## src/sv/rgmf_pkg.sv

```systemverilog
// ----------------------------------------------------------------------------
// rgmf_pkg
// Shared types and constants of the rate-gated median window filter.
// ----------------------------------------------------------------------------
package rgmf_pkg;

  // Number of entries in the sliding window.
  localparam int WINDOW = 5;

  localparam int DIST_W   = 16;
  localparam int TIME_W   = 48;
  localparam int CFG_W    = 32;
  localparam int MEDIAN_W = DIST_W + 1;
  localparam int COUNT_W  = 3;
  localparam int FILL_W   = $clog2(WINDOW + 1);
  localparam int SLOT_W   = (WINDOW > 1) ? $clog2(WINDOW) : 1;
  localparam int STEP_W   = $clog2(WINDOW + 1);
  localparam int INDEX_W  = 2;

  // Register indexes on the configuration port.
  localparam logic [INDEX_W-1:0] CFG_SAMPLE_INTERVAL = 2'd0;
  localparam logic [INDEX_W-1:0] CFG_STALE_TIMEOUT   = 2'd1;

  localparam logic [CFG_W-1:0] SAMPLE_INTERVAL_RESET = 32'd1000000;
  localparam logic [CFG_W-1:0] STALE_TIMEOUT_RESET   = 32'd5000000;

  // Request kinds.
  localparam logic REQ_FRAME   = 1'b0;
  localparam logic REQ_TIMEOUT = 1'b1;

  // Sort key: the top bit marks an empty slot, so empty slots sort last.
  typedef logic [DIST_W:0] sort_key_t;

  // Control broadcast to every cell of the sorting row.
  typedef struct packed {
    logic load;
    logic step;
    logic phase;
  } sort_ctrl_t;

endpackage

```

## src/sv/rgmf_sort_cell.sv

```systemverilog
// ----------------------------------------------------------------------------
// rgmf_sort_cell
// One cell of the odd-even transposition sorting row.
// ----------------------------------------------------------------------------
module rgmf_sort_cell (
  input  logic                  clk,
  input  rgmf_pkg::sort_ctrl_t  ctrl,
  input  logic                  parity,
  input  logic                  has_left,
  input  logic                  has_right,
  input  rgmf_pkg::sort_key_t   load_key,
  input  rgmf_pkg::sort_key_t   left_key,
  input  rgmf_pkg::sort_key_t   right_key,
  output rgmf_pkg::sort_key_t   key
);

  logic                takes_min;
  logic                takes_max;
  rgmf_pkg::sort_key_t key_next;

  // In a given phase a cell is either the lower or the upper member of a
  // compare pair, or it sits out at the end of the row.
  always_comb begin
    takes_min = has_right && (parity == ctrl.phase);
    takes_max = has_left && (parity != ctrl.phase);
    key_next  = key;
    if (takes_min) begin
      key_next = (right_key < key) ? right_key : key;
    end else if (takes_max) begin
      key_next = (left_key > key) ? left_key : key;
    end
  end

  always_ff @(posedge clk) begin
    if (ctrl.load) begin
      key <= load_key;
    end else if (ctrl.step) begin
      key <= key_next;
    end
  end

endmodule

```

## src/sv/rgmf_sort_chain.sv

```systemverilog
// ----------------------------------------------------------------------------
// rgmf_sort_chain
// Row of sorting cells; each step compares neighbouring pairs.
// ----------------------------------------------------------------------------
module rgmf_sort_chain (
  input  logic                 clk,
  input  rgmf_pkg::sort_ctrl_t ctrl,
  input  rgmf_pkg::sort_key_t  load_keys [rgmf_pkg::WINDOW],
  output rgmf_pkg::sort_key_t  keys      [rgmf_pkg::WINDOW]
);

  for (genvar i = 0; i < rgmf_pkg::WINDOW; i++) begin : g_cell
    rgmf_pkg::sort_key_t left_key;
    rgmf_pkg::sort_key_t right_key;

    if (i > 0) begin : g_left
      assign left_key = keys[i-1];
    end else begin : g_no_left
      assign left_key = '0;
    end

    if (i < rgmf_pkg::WINDOW - 1) begin : g_right
      assign right_key = keys[i+1];
    end else begin : g_no_right
      assign right_key = '0;
    end

    rgmf_sort_cell u_cell (
      .clk       (clk),
      .ctrl      (ctrl),
      .parity    (1'(i % 2)),
      .has_left  (1'(i > 0)),
      .has_right (1'(i < rgmf_pkg::WINDOW - 1)),
      .load_key  (load_keys[i]),
      .left_key  (left_key),
      .right_key (right_key),
      .key       (keys[i])
    );
  end

endmodule

```

## src/sv/rate_gated_median_window_filter_top.sv

```systemverilog
// ----------------------------------------------------------------------------
// rate_gated_median_window_filter_top
// Rate-gated sliding median of distance frames, with timeout clearing.
// ----------------------------------------------------------------------------
// Requests enter on item_valid/item_stall carrying req_type, range_mm and
// time_us; results leave on result_valid/result_stall. A request is taken
// when valid is high and stall low, on either channel.
// A distance frame closer than sample_interval to the last accepted frame is
// dropped with no result, and the block goes from the decide state straight
// back to idle. An accepted frame is written into the ring, the filled
// entries are loaded into a row of five sorting cells and sorted in five
// odd-even transposition steps, and the median is registered in the emit
// state. A timeout check passes from the decide state to the emit state.
// The block takes no new request until it is back in the idle state.
// The output register decouples the sides: the next request may be taken
// while a result waits; when result_stall holds a result, the following
// result waits in the block and item_stall stays high.
// Reset (synchronous, rst high) empties the window, forgets all frame times,
// drops any pending result and restores the register defaults. The registers
// are written through cfg_write/cfg_index/cfg_data; the user must write them
// only while the block is idle, as the block itself does not enforce this.
// ----------------------------------------------------------------------------
module rate_gated_median_window_filter_top (
  input  logic                              clk,
  input  logic                              rst,
  input  logic                              item_valid,
  output logic                              item_stall,
  input  logic                              req_type,
  input  logic [rgmf_pkg::DIST_W-1:0]       range_mm,
  input  logic [rgmf_pkg::TIME_W-1:0]       time_us,
  output logic                              result_valid,
  input  logic                              result_stall,
  output logic [rgmf_pkg::MEDIAN_W-1:0]     median_half_mm,
  output logic [rgmf_pkg::COUNT_W-1:0]      sample_count,
  output logic                              cleared,
  input  logic                              cfg_write,
  input  logic [rgmf_pkg::INDEX_W-1:0]      cfg_index,
  input  logic [rgmf_pkg::CFG_W-1:0]        cfg_data
);

  typedef enum logic [1:0] {
    ST_IDLE,
    ST_DECIDE,
    ST_SORT,
    ST_EMIT
  } state_t;

  state_t state;

  logic [rgmf_pkg::CFG_W-1:0]  sample_interval;
  logic [rgmf_pkg::CFG_W-1:0]  stale_timeout;

  logic [rgmf_pkg::DIST_W-1:0] window_store [rgmf_pkg::WINDOW];
  logic [rgmf_pkg::FILL_W-1:0] fill_count;
  logic [rgmf_pkg::SLOT_W-1:0] write_slot;
  logic [rgmf_pkg::TIME_W-1:0] last_accept_time;
  logic                        accept_seen;
  logic [rgmf_pkg::TIME_W-1:0] last_frame_time;
  logic                        frame_seen;

  logic                        req_kind;
  logic [rgmf_pkg::DIST_W-1:0] req_dist;
  logic [rgmf_pkg::TIME_W-1:0] req_time;
  logic                        res_frame;
  logic                        res_cleared;
  logic [rgmf_pkg::STEP_W-1:0] step_count;

  logic [rgmf_pkg::TIME_W-1:0] accept_age;
  logic [rgmf_pkg::TIME_W-1:0] frame_age;
  logic                        gated;
  logic                        stale;
  logic [rgmf_pkg::FILL_W-1:0] fill_next;
  logic [rgmf_pkg::SLOT_W-1:0] slot_next;
  logic                        frame_take;

  rgmf_pkg::sort_ctrl_t        sort_ctrl;
  rgmf_pkg::sort_key_t         load_keys [rgmf_pkg::WINDOW];
  rgmf_pkg::sort_key_t         keys      [rgmf_pkg::WINDOW];

  logic [rgmf_pkg::SLOT_W-1:0]   mid_idx;
  logic [rgmf_pkg::SLOT_W-1:0]   low_idx;
  logic [rgmf_pkg::DIST_W-1:0]   mid_val;
  logic [rgmf_pkg::DIST_W-1:0]   low_val;
  logic [rgmf_pkg::MEDIAN_W-1:0] median;
  logic                          out_free;

  assign item_stall = (state != ST_IDLE);
  assign out_free   = !result_valid || !result_stall;

  // Time differences wrap with the free-running counter.
  always_comb begin
    accept_age = req_time - last_accept_time;
    frame_age  = req_time - last_frame_time;
    gated      = accept_seen &&
                 (accept_age < rgmf_pkg::TIME_W'(sample_interval));
    stale      = !frame_seen ||
                 (frame_age >= rgmf_pkg::TIME_W'(stale_timeout));
    fill_next  = (fill_count == rgmf_pkg::FILL_W'(rgmf_pkg::WINDOW)) ?
                 fill_count : fill_count + 1'b1;
    slot_next  = (write_slot == rgmf_pkg::SLOT_W'(rgmf_pkg::WINDOW - 1)) ?
                 '0 : write_slot + 1'b1;
    frame_take = (state == ST_DECIDE) && (req_kind == rgmf_pkg::REQ_FRAME) &&
                 !gated;
  end

  // The row is loaded from the ring with the new entry bypassed in.
  always_comb begin
    for (int i = 0; i < rgmf_pkg::WINDOW; i++) begin
      load_keys[i][rgmf_pkg::DIST_W-1:0] =
        (write_slot == rgmf_pkg::SLOT_W'(i)) ? req_dist : window_store[i];
      load_keys[i][rgmf_pkg::DIST_W] = (rgmf_pkg::FILL_W'(i) >= fill_next);
    end
    sort_ctrl.load  = frame_take;
    sort_ctrl.step  = (state == ST_SORT);
    sort_ctrl.phase = step_count[0];
  end

  rgmf_sort_chain u_chain (
    .clk       (clk),
    .ctrl      (sort_ctrl),
    .load_keys (load_keys),
    .keys      (keys)
  );

  // Odd count: twice the middle entry; even count: sum of the middle pair.
  always_comb begin
    mid_idx = rgmf_pkg::SLOT_W'(fill_count >> 1);
    low_idx = mid_idx - 1'b1;
    mid_val = keys[mid_idx][rgmf_pkg::DIST_W-1:0];
    low_val = keys[low_idx][rgmf_pkg::DIST_W-1:0];
    if (fill_count[0]) begin
      median = {mid_val, 1'b0};
    end else begin
      median = {1'b0, mid_val} + {1'b0, low_val};
    end
  end

  always_ff @(posedge clk) begin
    if (rst) begin
      state            <= ST_IDLE;
      sample_interval  <= rgmf_pkg::SAMPLE_INTERVAL_RESET;
      stale_timeout    <= rgmf_pkg::STALE_TIMEOUT_RESET;
      for (int i = 0; i < rgmf_pkg::WINDOW; i++) begin
        window_store[i] <= '0;
      end
      fill_count       <= '0;
      write_slot       <= '0;
      last_accept_time <= '0;
      accept_seen      <= 1'b0;
      last_frame_time  <= '0;
      frame_seen       <= 1'b0;
      step_count       <= '0;
      result_valid     <= 1'b0;
    end else begin
      if (cfg_write) begin
        if (cfg_index == rgmf_pkg::CFG_SAMPLE_INTERVAL) begin
          sample_interval <= cfg_data;
        end else if (cfg_index == rgmf_pkg::CFG_STALE_TIMEOUT) begin
          stale_timeout <= cfg_data;
        end
      end

      if ((state == ST_EMIT) && out_free) begin
        result_valid <= 1'b1;
      end else if (!result_stall) begin
        result_valid <= 1'b0;
      end

      unique case (state)
        ST_IDLE: begin
          if (item_valid) begin
            req_kind <= req_type;
            req_dist <= range_mm;
            req_time <= time_us;
            state    <= ST_DECIDE;
          end
        end

        ST_DECIDE: begin
          step_count <= '0;
          if (req_kind == rgmf_pkg::REQ_FRAME) begin
            last_frame_time <= req_time;
            frame_seen      <= 1'b1;
            if (gated) begin
              state <= ST_IDLE;
            end else begin
              last_accept_time         <= req_time;
              accept_seen              <= 1'b1;
              window_store[write_slot] <= req_dist;
              write_slot               <= slot_next;
              fill_count               <= fill_next;
              res_frame                <= 1'b1;
              res_cleared              <= 1'b0;
              state                    <= ST_SORT;
            end
          end else begin
            // The ring contents need no wiping: only filled slots are read.
            if (stale) begin
              fill_count <= '0;
              write_slot <= '0;
            end
            res_frame   <= 1'b0;
            res_cleared <= stale;
            state       <= ST_EMIT;
          end
        end

        ST_SORT: begin
          step_count <= step_count + 1'b1;
          if (step_count == rgmf_pkg::STEP_W'(rgmf_pkg::WINDOW - 1)) begin
            state <= ST_EMIT;
          end
        end

        ST_EMIT: begin
          if (out_free) begin
            median_half_mm <= res_frame ? median : '0;
            sample_count   <= rgmf_pkg::COUNT_W'(fill_count);
            cleared        <= res_cleared;
            state          <= ST_IDLE;
          end
        end

        default: begin
          state <= ST_IDLE;
        end
      endcase
    end
  end

endmodule

```

## config.mk

```make
export PLATFORM = sky130hd
export DESIGN_NAME = rate_gated_median_window_filter_top
export DESIGN_NICKNAME = d
export VERILOG_FILES = /design/src/sv/rgmf_pkg.sv /design/src/sv/rgmf_sort_cell.sv /design/src/sv/rgmf_sort_chain.sv /design/src/sv/rate_gated_median_window_filter_top.sv
export SDC_FILE = /design/constraint.sdc
export NUM_CORES = 1
export LEC_CHECK = 0
export BUFFER_PORTS_ARGS = -buffer_cell sky130_fd_sc_hd__clkbuf_2
export CAP_MARGIN = 15
export CORE_MARGIN = 2
export CORE_UTILIZATION = 50
export CTS_BUF_LIST = sky130_fd_sc_hd__clkbuf_16
export DETAILED_ROUTE_END_ITERATION = 10
export PLACE_DENSITY = 0.67
export SLEW_MARGIN = 15
export SYNTH_ARGS = -nofsm -noshare
export SYNTH_HDL_FRONTEND = slang
export SYNTH_SLANG_ARGS = --single-unit
```

## constraint.sdc

```tcl
create_clock -name clk -period 8.1 [get_ports clk]
set_input_delay 0.405 -clock clk [delete_from_list [all_inputs] [get_ports clk]]
set_output_delay 0.405 -clock clk [all_outputs]
set_load 0.005 [all_outputs]
```

==> flow_metrics.py, run 1 <==
metrics = {
    "critical_path": {
        "cp_data_required_time_ns": 8.38,
        "crit_arrival_ns": 7.59,
        "startpoint_type": "register",
        "rr_startpoint": "req_time[6]",
        "startpoint": "req_time[6]",
        "worstSetupEndpointType": "register",
        "worstPathMaxFanout": 123,
        "worst-r2r-cell-count": 25,
        "setup.worst_path.class": "register to register",
    },
    "floorplan": {
        "core_area_sq_um": 56170,
        "initial_core_util_pct": 50.45,
        "die_w_um": 242.1,
        "io_pins": 127,
        "die_area_sq_um": 58590,
        "rows": 87,
        "chipHeight_um": 242.1,
    },
    "power": {
        "power_switching_uw": 2426,
        "combinationalPowerShare_pct": 30.8,
        "clkPwrFrac_pct": 30.4,
        "cellPowerDensity_nw_per_um2": 222.3,
        "ir_drop_mv": 0.1945,
        "p_sw_share_pct": 34.39,
        "power.internal_uw": 4629,
        "pwr-share-seq_pct": 38.8,
        "power.leakage_uw": 0.01257,
    },
    "cts": {
        "cts_buffers": 49,
        "clk_pin_slew_ns": 0.06,
        "cts_tree": "done",
        "cts_max_level": 2,
        "clockRootBuffer": "clkbuf_16",
        "clock_latency_ns": 0.61,
        "clock-sinks": 427,
        "cts_buffer_depth": 3,
    },
    "final_layout": {
        "synthToLayoutAreaGrowth_pct": 12.00,
        "drive_gt1_share_pct": 9.346,
        "final_nets": 3561,
        "multi_input_area_sq_um": 15760,
        "fill_cells": 5067,
        "diodes": 0,
        "postLayoutCellArea_sq_um": 31740,
        "seq_area_sq_um": 11080,
    },
    "timing": {
        "slew_violations": 0,
        "worstMarginPinSlew_ns": 1.110,
        "timing.fmax_mhz": 136.9,
        "tns_ns": 0,
        "post-route-period-util_pct": 90.20,
        "rsz0062_at_grt": "no",
        "fin_crit_ns": 7.306,
        "skew_ns": 0.02591,
        "finalHoldViolCount": 0,
        "max_slew_margin_pct": 25.74,
        "setup_viol_count_final": 0,
    },
    "logic_synthesis": {
        "synthAdderAreaFrac_pct": 11.38,
        "synth_cell_types": 78,
        "async_flop_share_pct": 0,
        "synth_compound_area_share_pct": 17.98,
        "synth-simple-area-share_pct": 14.05,
        "synth_fp_nets": 3460,
        "ys_ff_latch": 427,
        "synth_top_family_by_area": "compound AO/OA/AOI/OAI gates",
        "synth_area_sq_um": 28340,
        "syn-mean-instance-area_sq_um": 9.141,
        "synthMuxAreaShare_pct": 9.123,
        "yosys.area_share.xor_xnor_pct": 2.875,
        "yosys_warnings": 0,
        "synth_flop_cell": "edfxtp_1",
        "ys_seq_area_share_pct": 39.10,
        "synth_edf_count": 253,
        "syn_inst": 3100,
    },
    "grt": {
        "overflow": 0,
        "grt_max_degree": 182,
        "antenna_found_initial": 0,
        "grt_pass1_wl_um": 125900,
        "gr-usage-all-layers_pct": 26.80,
        "first_global_vias": 22890,
    },
    "place": {
        "place_area_sq_um": 29570,
        "dp_hpwl_um": 59410,
        "routabilityCongestion": 0.9413,
        "portBuffers": 126,
    },
    "job": {
        "maxCapViolCount": 0,
    },
    "detailed_routing": {
        "routed-via-count": 23680,
        "drc_errors": 0,
        "ant_nets": 0,
        "wl_per_cell_um": 20.01,
        "drtIter0Drc": 1960,
        "first_pass_iters": 6,
        "wirelength_um": 79980,
        "viasPerCell": 5.922,
    },
    "outcome": {
        "outcome": "finished clean",
    },
    "hold_path": {
        "worst_hold_path.num_cells": 1,
        "min-delay-start": "time_us[1]",
        "worstHoldPathType": "input port to register",
    },
}
[kinds of logic (layout without fill, tap and decap cells)]
group	after synthesis	count (layout)
xor+xnor	93	93
compound gates	818	818
buf+inv	403	545
mux	236	236
simple gates	867	867
flops	427	427
fa+ha+maj	256	256
[power groups by stage]
stage               logic, uW  clock network (uW)  registers (uW)
floorplan                1580                   0            2700
global placement         2070                   0            2770
detailed placement       2120                   0            2780
CTS                      2160                2180            2730
global route             2430                2270            2760
finish                   2170                2140            2740
[flip-flops by register name, summed over array words and instances (netlist names), named ones only]
name / flops
fill_count: 3
sample_count: 3
cleared: 1
accept_seen: 1
step_count: 3
req_time: 48
state: 1
req_dist: 16
res_frame: 1
window_store: 80
median_half_mm: 17
write_slot: 3
u_chain.g_cell.u_cell.key: 85
res_cleared: 1
result_valid: 1
req_kind: 1
frame_seen: 1
stale_timeout: 32
sample_interval: 32
last_accept_time: 48
last_frame_time: 48
[layer usage]
layer	share of wire, %	vias to the layer above	GRT usage [%]
li1	-	11480	-
met1	45	11320	37.71
met2	46	770	43.55
met3	6.9	113	3.578
met4	2.2	0	6.917
met5	0	-	0
[cells in the final DEF, fill, tap and decap left out, types with 109 or more instances in the layout]
| cell | Yosys | routed |
|---|---|---|
| nor3_1 | 110 | 109 |
| a21o_1 | 111 | 111 |
| clkbuf_2 | 0 | 125 |
| nor2_1 | 116 | 116 |
| dfxtp_1 | 174 | 173 |
| a21oi_1 | 359 | 359 |
| inv_1 | 229 | 245 |
| mux2i_1 | 202 | 202 |
| ha_1 | 253 | 253 |
| edfxtp_1 | 253 | 253 |
| nand2_1 | 385 | 384 |
[cells in the mapped netlist (15+ instances only)]
cell type,n,share of area [%]
mux2_2,18,0.72
a21oi_1,359,6.3
mux2i_1,202,7.1
o22ai_1,16,0.35
a31oi_1,26,0.57
a211oi_1,18,0.48
a22oi_1,16,0.42
and2_1,25,0.55
nand2_1,385,5.1
dfxtp_1,174,12
a21o_1,111,2.9
nor3_1,110,1.9
nor2b_1,16,0.35
mux4_2,16,1.3
edfxtp_1,253,27
nand2b_1,25,0.55
ha_1,253,11
inv_1,229,3.0
and3_1,18,0.40
buf_2,22,0.39
buf_1,15,0.20
clkbuf_1,133,1.8
o211ai_1,32,0.85
o21ai_0,98,1.7
nand3_1,82,1.4
nor2_1,116,1.5
xor2_1,41,1.3
o21a_1,24,0.64
xnor2_1,52,1.6
nand4_1,42,0.93
[worst paths after layout]
check | to | slack (ns)
max | window_store[0][14] | 0.79
min | req_time[1] | 0.03
min reg2reg | cleared | 0.43
max reg2reg | window_store[0][14] | 0.79
[stage by stage]
| stage | total power (uW) | setup slack [ns] | hold slack (ns) | instances | util (%) |
|---|---|---|---|---|---|
| 3_5_place_dp | 4898 | 0.6608 | 0.4125 | 3844 | 52.65 |
| 3_3_place_gp | 4840 | 0.8575 | 0.4106 | 3844 | 52.65 |
| 6_report | 7055 | 0.7940 | 0.03419 | 3998 | 56.50 |
| 2_1_floorplan | 4283 | 1.835 | 0.4003 | 3100 | - |
| 5_1_grt | 7452 | 0.3465 | 0.01575 | 3998 | 56.50 |
| 4_1_cts | 7069 | 0.6071 | 0.008462 | 3998 | 56.50 |
[layout make-up]
type | instances | share of cell area [%]
multi-input cells | 2270 | 49.67
flip-flops and latches | 427 | 34.92
repair buffers | 222 | 4.833
clock buffers | 50 | 3.942
well taps | 756 | 2.980
inverters | 231 | 2.732
clock inverters | 42 | 0.9225
[critical path: stages, from the launching register on]
cell and delay (ns):
edfxtp_1 0.44, ha_1 0.38, and3_1 0.24, a31o_2 0.25, a31oi_1 0.24, a211oi_1 0.27
or2_2 0.39, a21oi_1 0.53, o31ai_1 0.22, nand2_1 0.09, nand2_1 0.07, xor2_1 0.15
ha_1 0.30, nand4_1 0.13, nor4_1 0.58, o2111ai_1 0.38, a31oi_1 0.54, a2111oi_0 0.16
nand3_1 0.17, nor4_1 0.06, and4_1 0.25, nand4_4 0.16, nand2_4 0.08, buf_12 0.31
o31ai_2 0.28, buf_4 0.28
[what timing repair did]
action	in CTS	in global routing
setup buffers	0	0
setup endpoints to repair	0	1
hold endpoints to repair	62	0
hold buffers	62	0
gates resized for setup	0	1
(Power assumes the default switching activity.)
==> run 2: changes to the inputs <==
==> constraint.sdc (replaced) <==
create_clock -name clk -period 8.1 [get_ports clk]
set_input_delay 1.215 -clock clk [delete_from_list [all_inputs] [get_ports clk]]
set_output_delay 1.215 -clock clk [all_outputs]
set_load 0.005 [all_outputs]
==> run 2 against run 1 <==
Effect of this change:
- clock-buffer cell count did not move
- die area did not move
- maximum frequency is 0.39% higher
- final area shrank 2.0%
- combinational power about the same
- clock power about the same
- first-iteration DRC count grew 4.5%
- via count fell by 0.71%
- register-to-register slack better by 0.03 ns
- largest cell class unchanged
==> flow_metrics.py, run 2 (synthesis gave the netlist of run 1 again) <==
metrics = {
    "critical_path": {
        "startpoint_type": "register",
        "rr_startpoint": "req_time[6]",
        "worstPathMaxFanout": 123,
        "startpoint": "req_time[6]",
        "cp_data_required_time_ns": 8.38,
        "worst-r2r-cell-count": 25,
        "r2r_end": "window_store[0][14]",
        "crit_arrival_ns": 7.56,
        "worstSetupEndpointType": "register",
        "r2r_slack_ns": 0.82,
        "setup.worst_path.class": "register to register",
        "critPathCapture": "window_store[0][14]",
    },
    "floorplan": {
        "io_pins": 127,
        "chipHeight_um": 242.1,
        "initial_core_util_pct": 50.45,
        "die_area_sq_um": 58590,
        "core_area_sq_um": 56170,
        "die_w_um": 242.1,
        "rows": 87,
    },
    "final_layout": {
        "final_nets": 3499,
        "top_regs": "u_chain.g_cell.u_cell.key x85, window_store x80",
        "largest_reg_flops": 85,
        "fin_cells": 3936,
        "synthToLayoutAreaGrowth_pct": 9.811,
        "mostFrequentLayoutCell": "nand2_1",
        "mostFrequentLayoutCells": "384 x nand2_1, 359 x a21oi_1, 253 x ha_1, 253 x edfxtp_1, 245 x inv_1",
        "drive_gt1_share_pct": 9.528,
        "seq_area_sq_um": 11080,
        "diodes": 0,
        "fill_cells": 5142,
        "multi_input_area_sq_um": 15760,
        "regMostFlops": "u_chain.g_cell.u_cell.key",
    },
    "cts": {
        "clock-sinks": 427,
        "clk_pin_slew_ns": 0.06,
        "cts_buffer_depth": 3,
        "clock_latency_ns": 0.61,
        "cts_buffers": 49,
        "postCtsHoldBufs": 0,
        "cts_resized": 0,
        "cts_setup_buffers": 0,
        "clockRootBuffer": "clkbuf_16",
        "cts_max_level": 2,
        "cts_tree": "done",
    },
    "timing": {
        "rsz0062_at_grt": "no",
        "layout_setup_ws_ns": 0.8220,
        "setup_viol_count_final": 0,
        "tns_ns": 0,
        "post-route-period-util_pct": 89.85,
        "hold_ws_ns": 0.4268,
        "finalHoldViolCount": 0,
        "timing.fmax_mhz": 137.4,
        "max_slew_margin_pct": 25.04,
        "worstMarginPinSlew_ns": 1.120,
        "slew_violations": 0,
        "fin_crit_ns": 7.278,
        "skew_ns": 0.02820,
    },
    "grt": {
        "antenna_found_initial": 0,
        "first_global_vias": 22630,
        "overflow": 0,
        "grt_pass1_wl_um": 124700,
        "grt_max_degree": 182,
        "gr-usage-all-layers_pct": 26.56,
    },
    "outcome": {
        "outcome": "finished clean",
    },
    "job": {
        "maxCapViolCount": 0,
    },
    "detailed_routing": {
        "ant_nets": 0,
        "viasPerCell": 5.973,
        "drc_errors": 0,
        "routed-via-count": 23510,
        "first_pass_iters": 5,
        "wirelength_um": 79600,
        "drtIter0Drc": 2049,
        "wl_per_cell_um": 20.22,
    },
    "place": {
        "dp_hpwl_um": 59410,
        "routabilityCongestion": 0.9413,
        "portBuffers": 126,
        "dp.cells": 3844,
        "pre_cts_ws_ns": 0.6608,
    },
    "power": {
        "power.leakage_uw": 0.01231,
        "ir_drop_mv": 0.1893,
        "cellPowerDensity_nw_per_um2": 226.1,
        "totalPowerFinal_uw": 7034,
    },
    "hold_path": {
        "worstHoldPathType": "register to register",
    },
}
## run 2: critical path: stages (launching register included)
cell and delay, ns:
edfxtp_1 0.44, ha_1 0.37, and3_1 0.24, a31o_2 0.25, a31oi_1 0.25, a211oi_1 0.27
or2_2 0.38, a21oi_1 0.50, o31ai_1 0.22, nand2_1 0.09, nand2_1 0.07, xor2_1 0.15
ha_1 0.30, nand4_1 0.13, nor4_1 0.60, o2111ai_1 0.37, a31oi_1 0.53, a2111oi_0 0.17
nand3_1 0.17, nor4_1 0.07, and4_1 0.25, nand4_4 0.16, nand2_4 0.08, buf_12 0.32
o31ai_2 0.28, buf_4 0.28
## run 2: metrics by stage
| stage | area [sq um] | util (%) |
|---|---|---|
| final | 31120 | 55.40 |
| after detailed placement | 29570 | 52.65 |
| after global routing | 31120 | 55.40 |
| after CTS | 31110 | 55.40 |
| after global placement | 29570 | 52.65 |
| after floorplan | 28340 | - |
## run 2: layer usage
metal	global-route usage, %	part of all wire [%]
met3	3.534	6.8
met1	37.61	46
met5	0	0
met2	42.86	45
met4	6.917	2.2
## run 2: area by class of cell
cell class / count / area share, %
Multi-Input combinational cell: 2270 / 50.66
Sequential cell: 427 / 35.61
Clock buffer: 50 / 4.021
Tap cell: 756 / 3.040
Timing Repair Buffer: 160 / 2.935
Inverter: 231 / 2.787
Clock inverter: 42 / 0.9409
## run 2: worst min path at each step
stage                startpoint      end  slack (ns)  cells after the start
floorplan           res_cleared  cleared        0.40                      0
global placement    res_cleared  cleared        0.41                      0
detailed placement  res_cleared  cleared        0.41                      0
CTS                 res_cleared  cleared        0.43                      0
global route        res_cleared  cleared        0.44                      0
finish              res_cleared  cleared        0.43                      0
## run 2: report_power, final
group	switching (uW)	leakage [uW]	internal [uW]
Combinational	1310	0.00764	844
Clock	927	0.000825	1220
Sequential	190	0.00385	2550
Total	2420	0.0123	4610
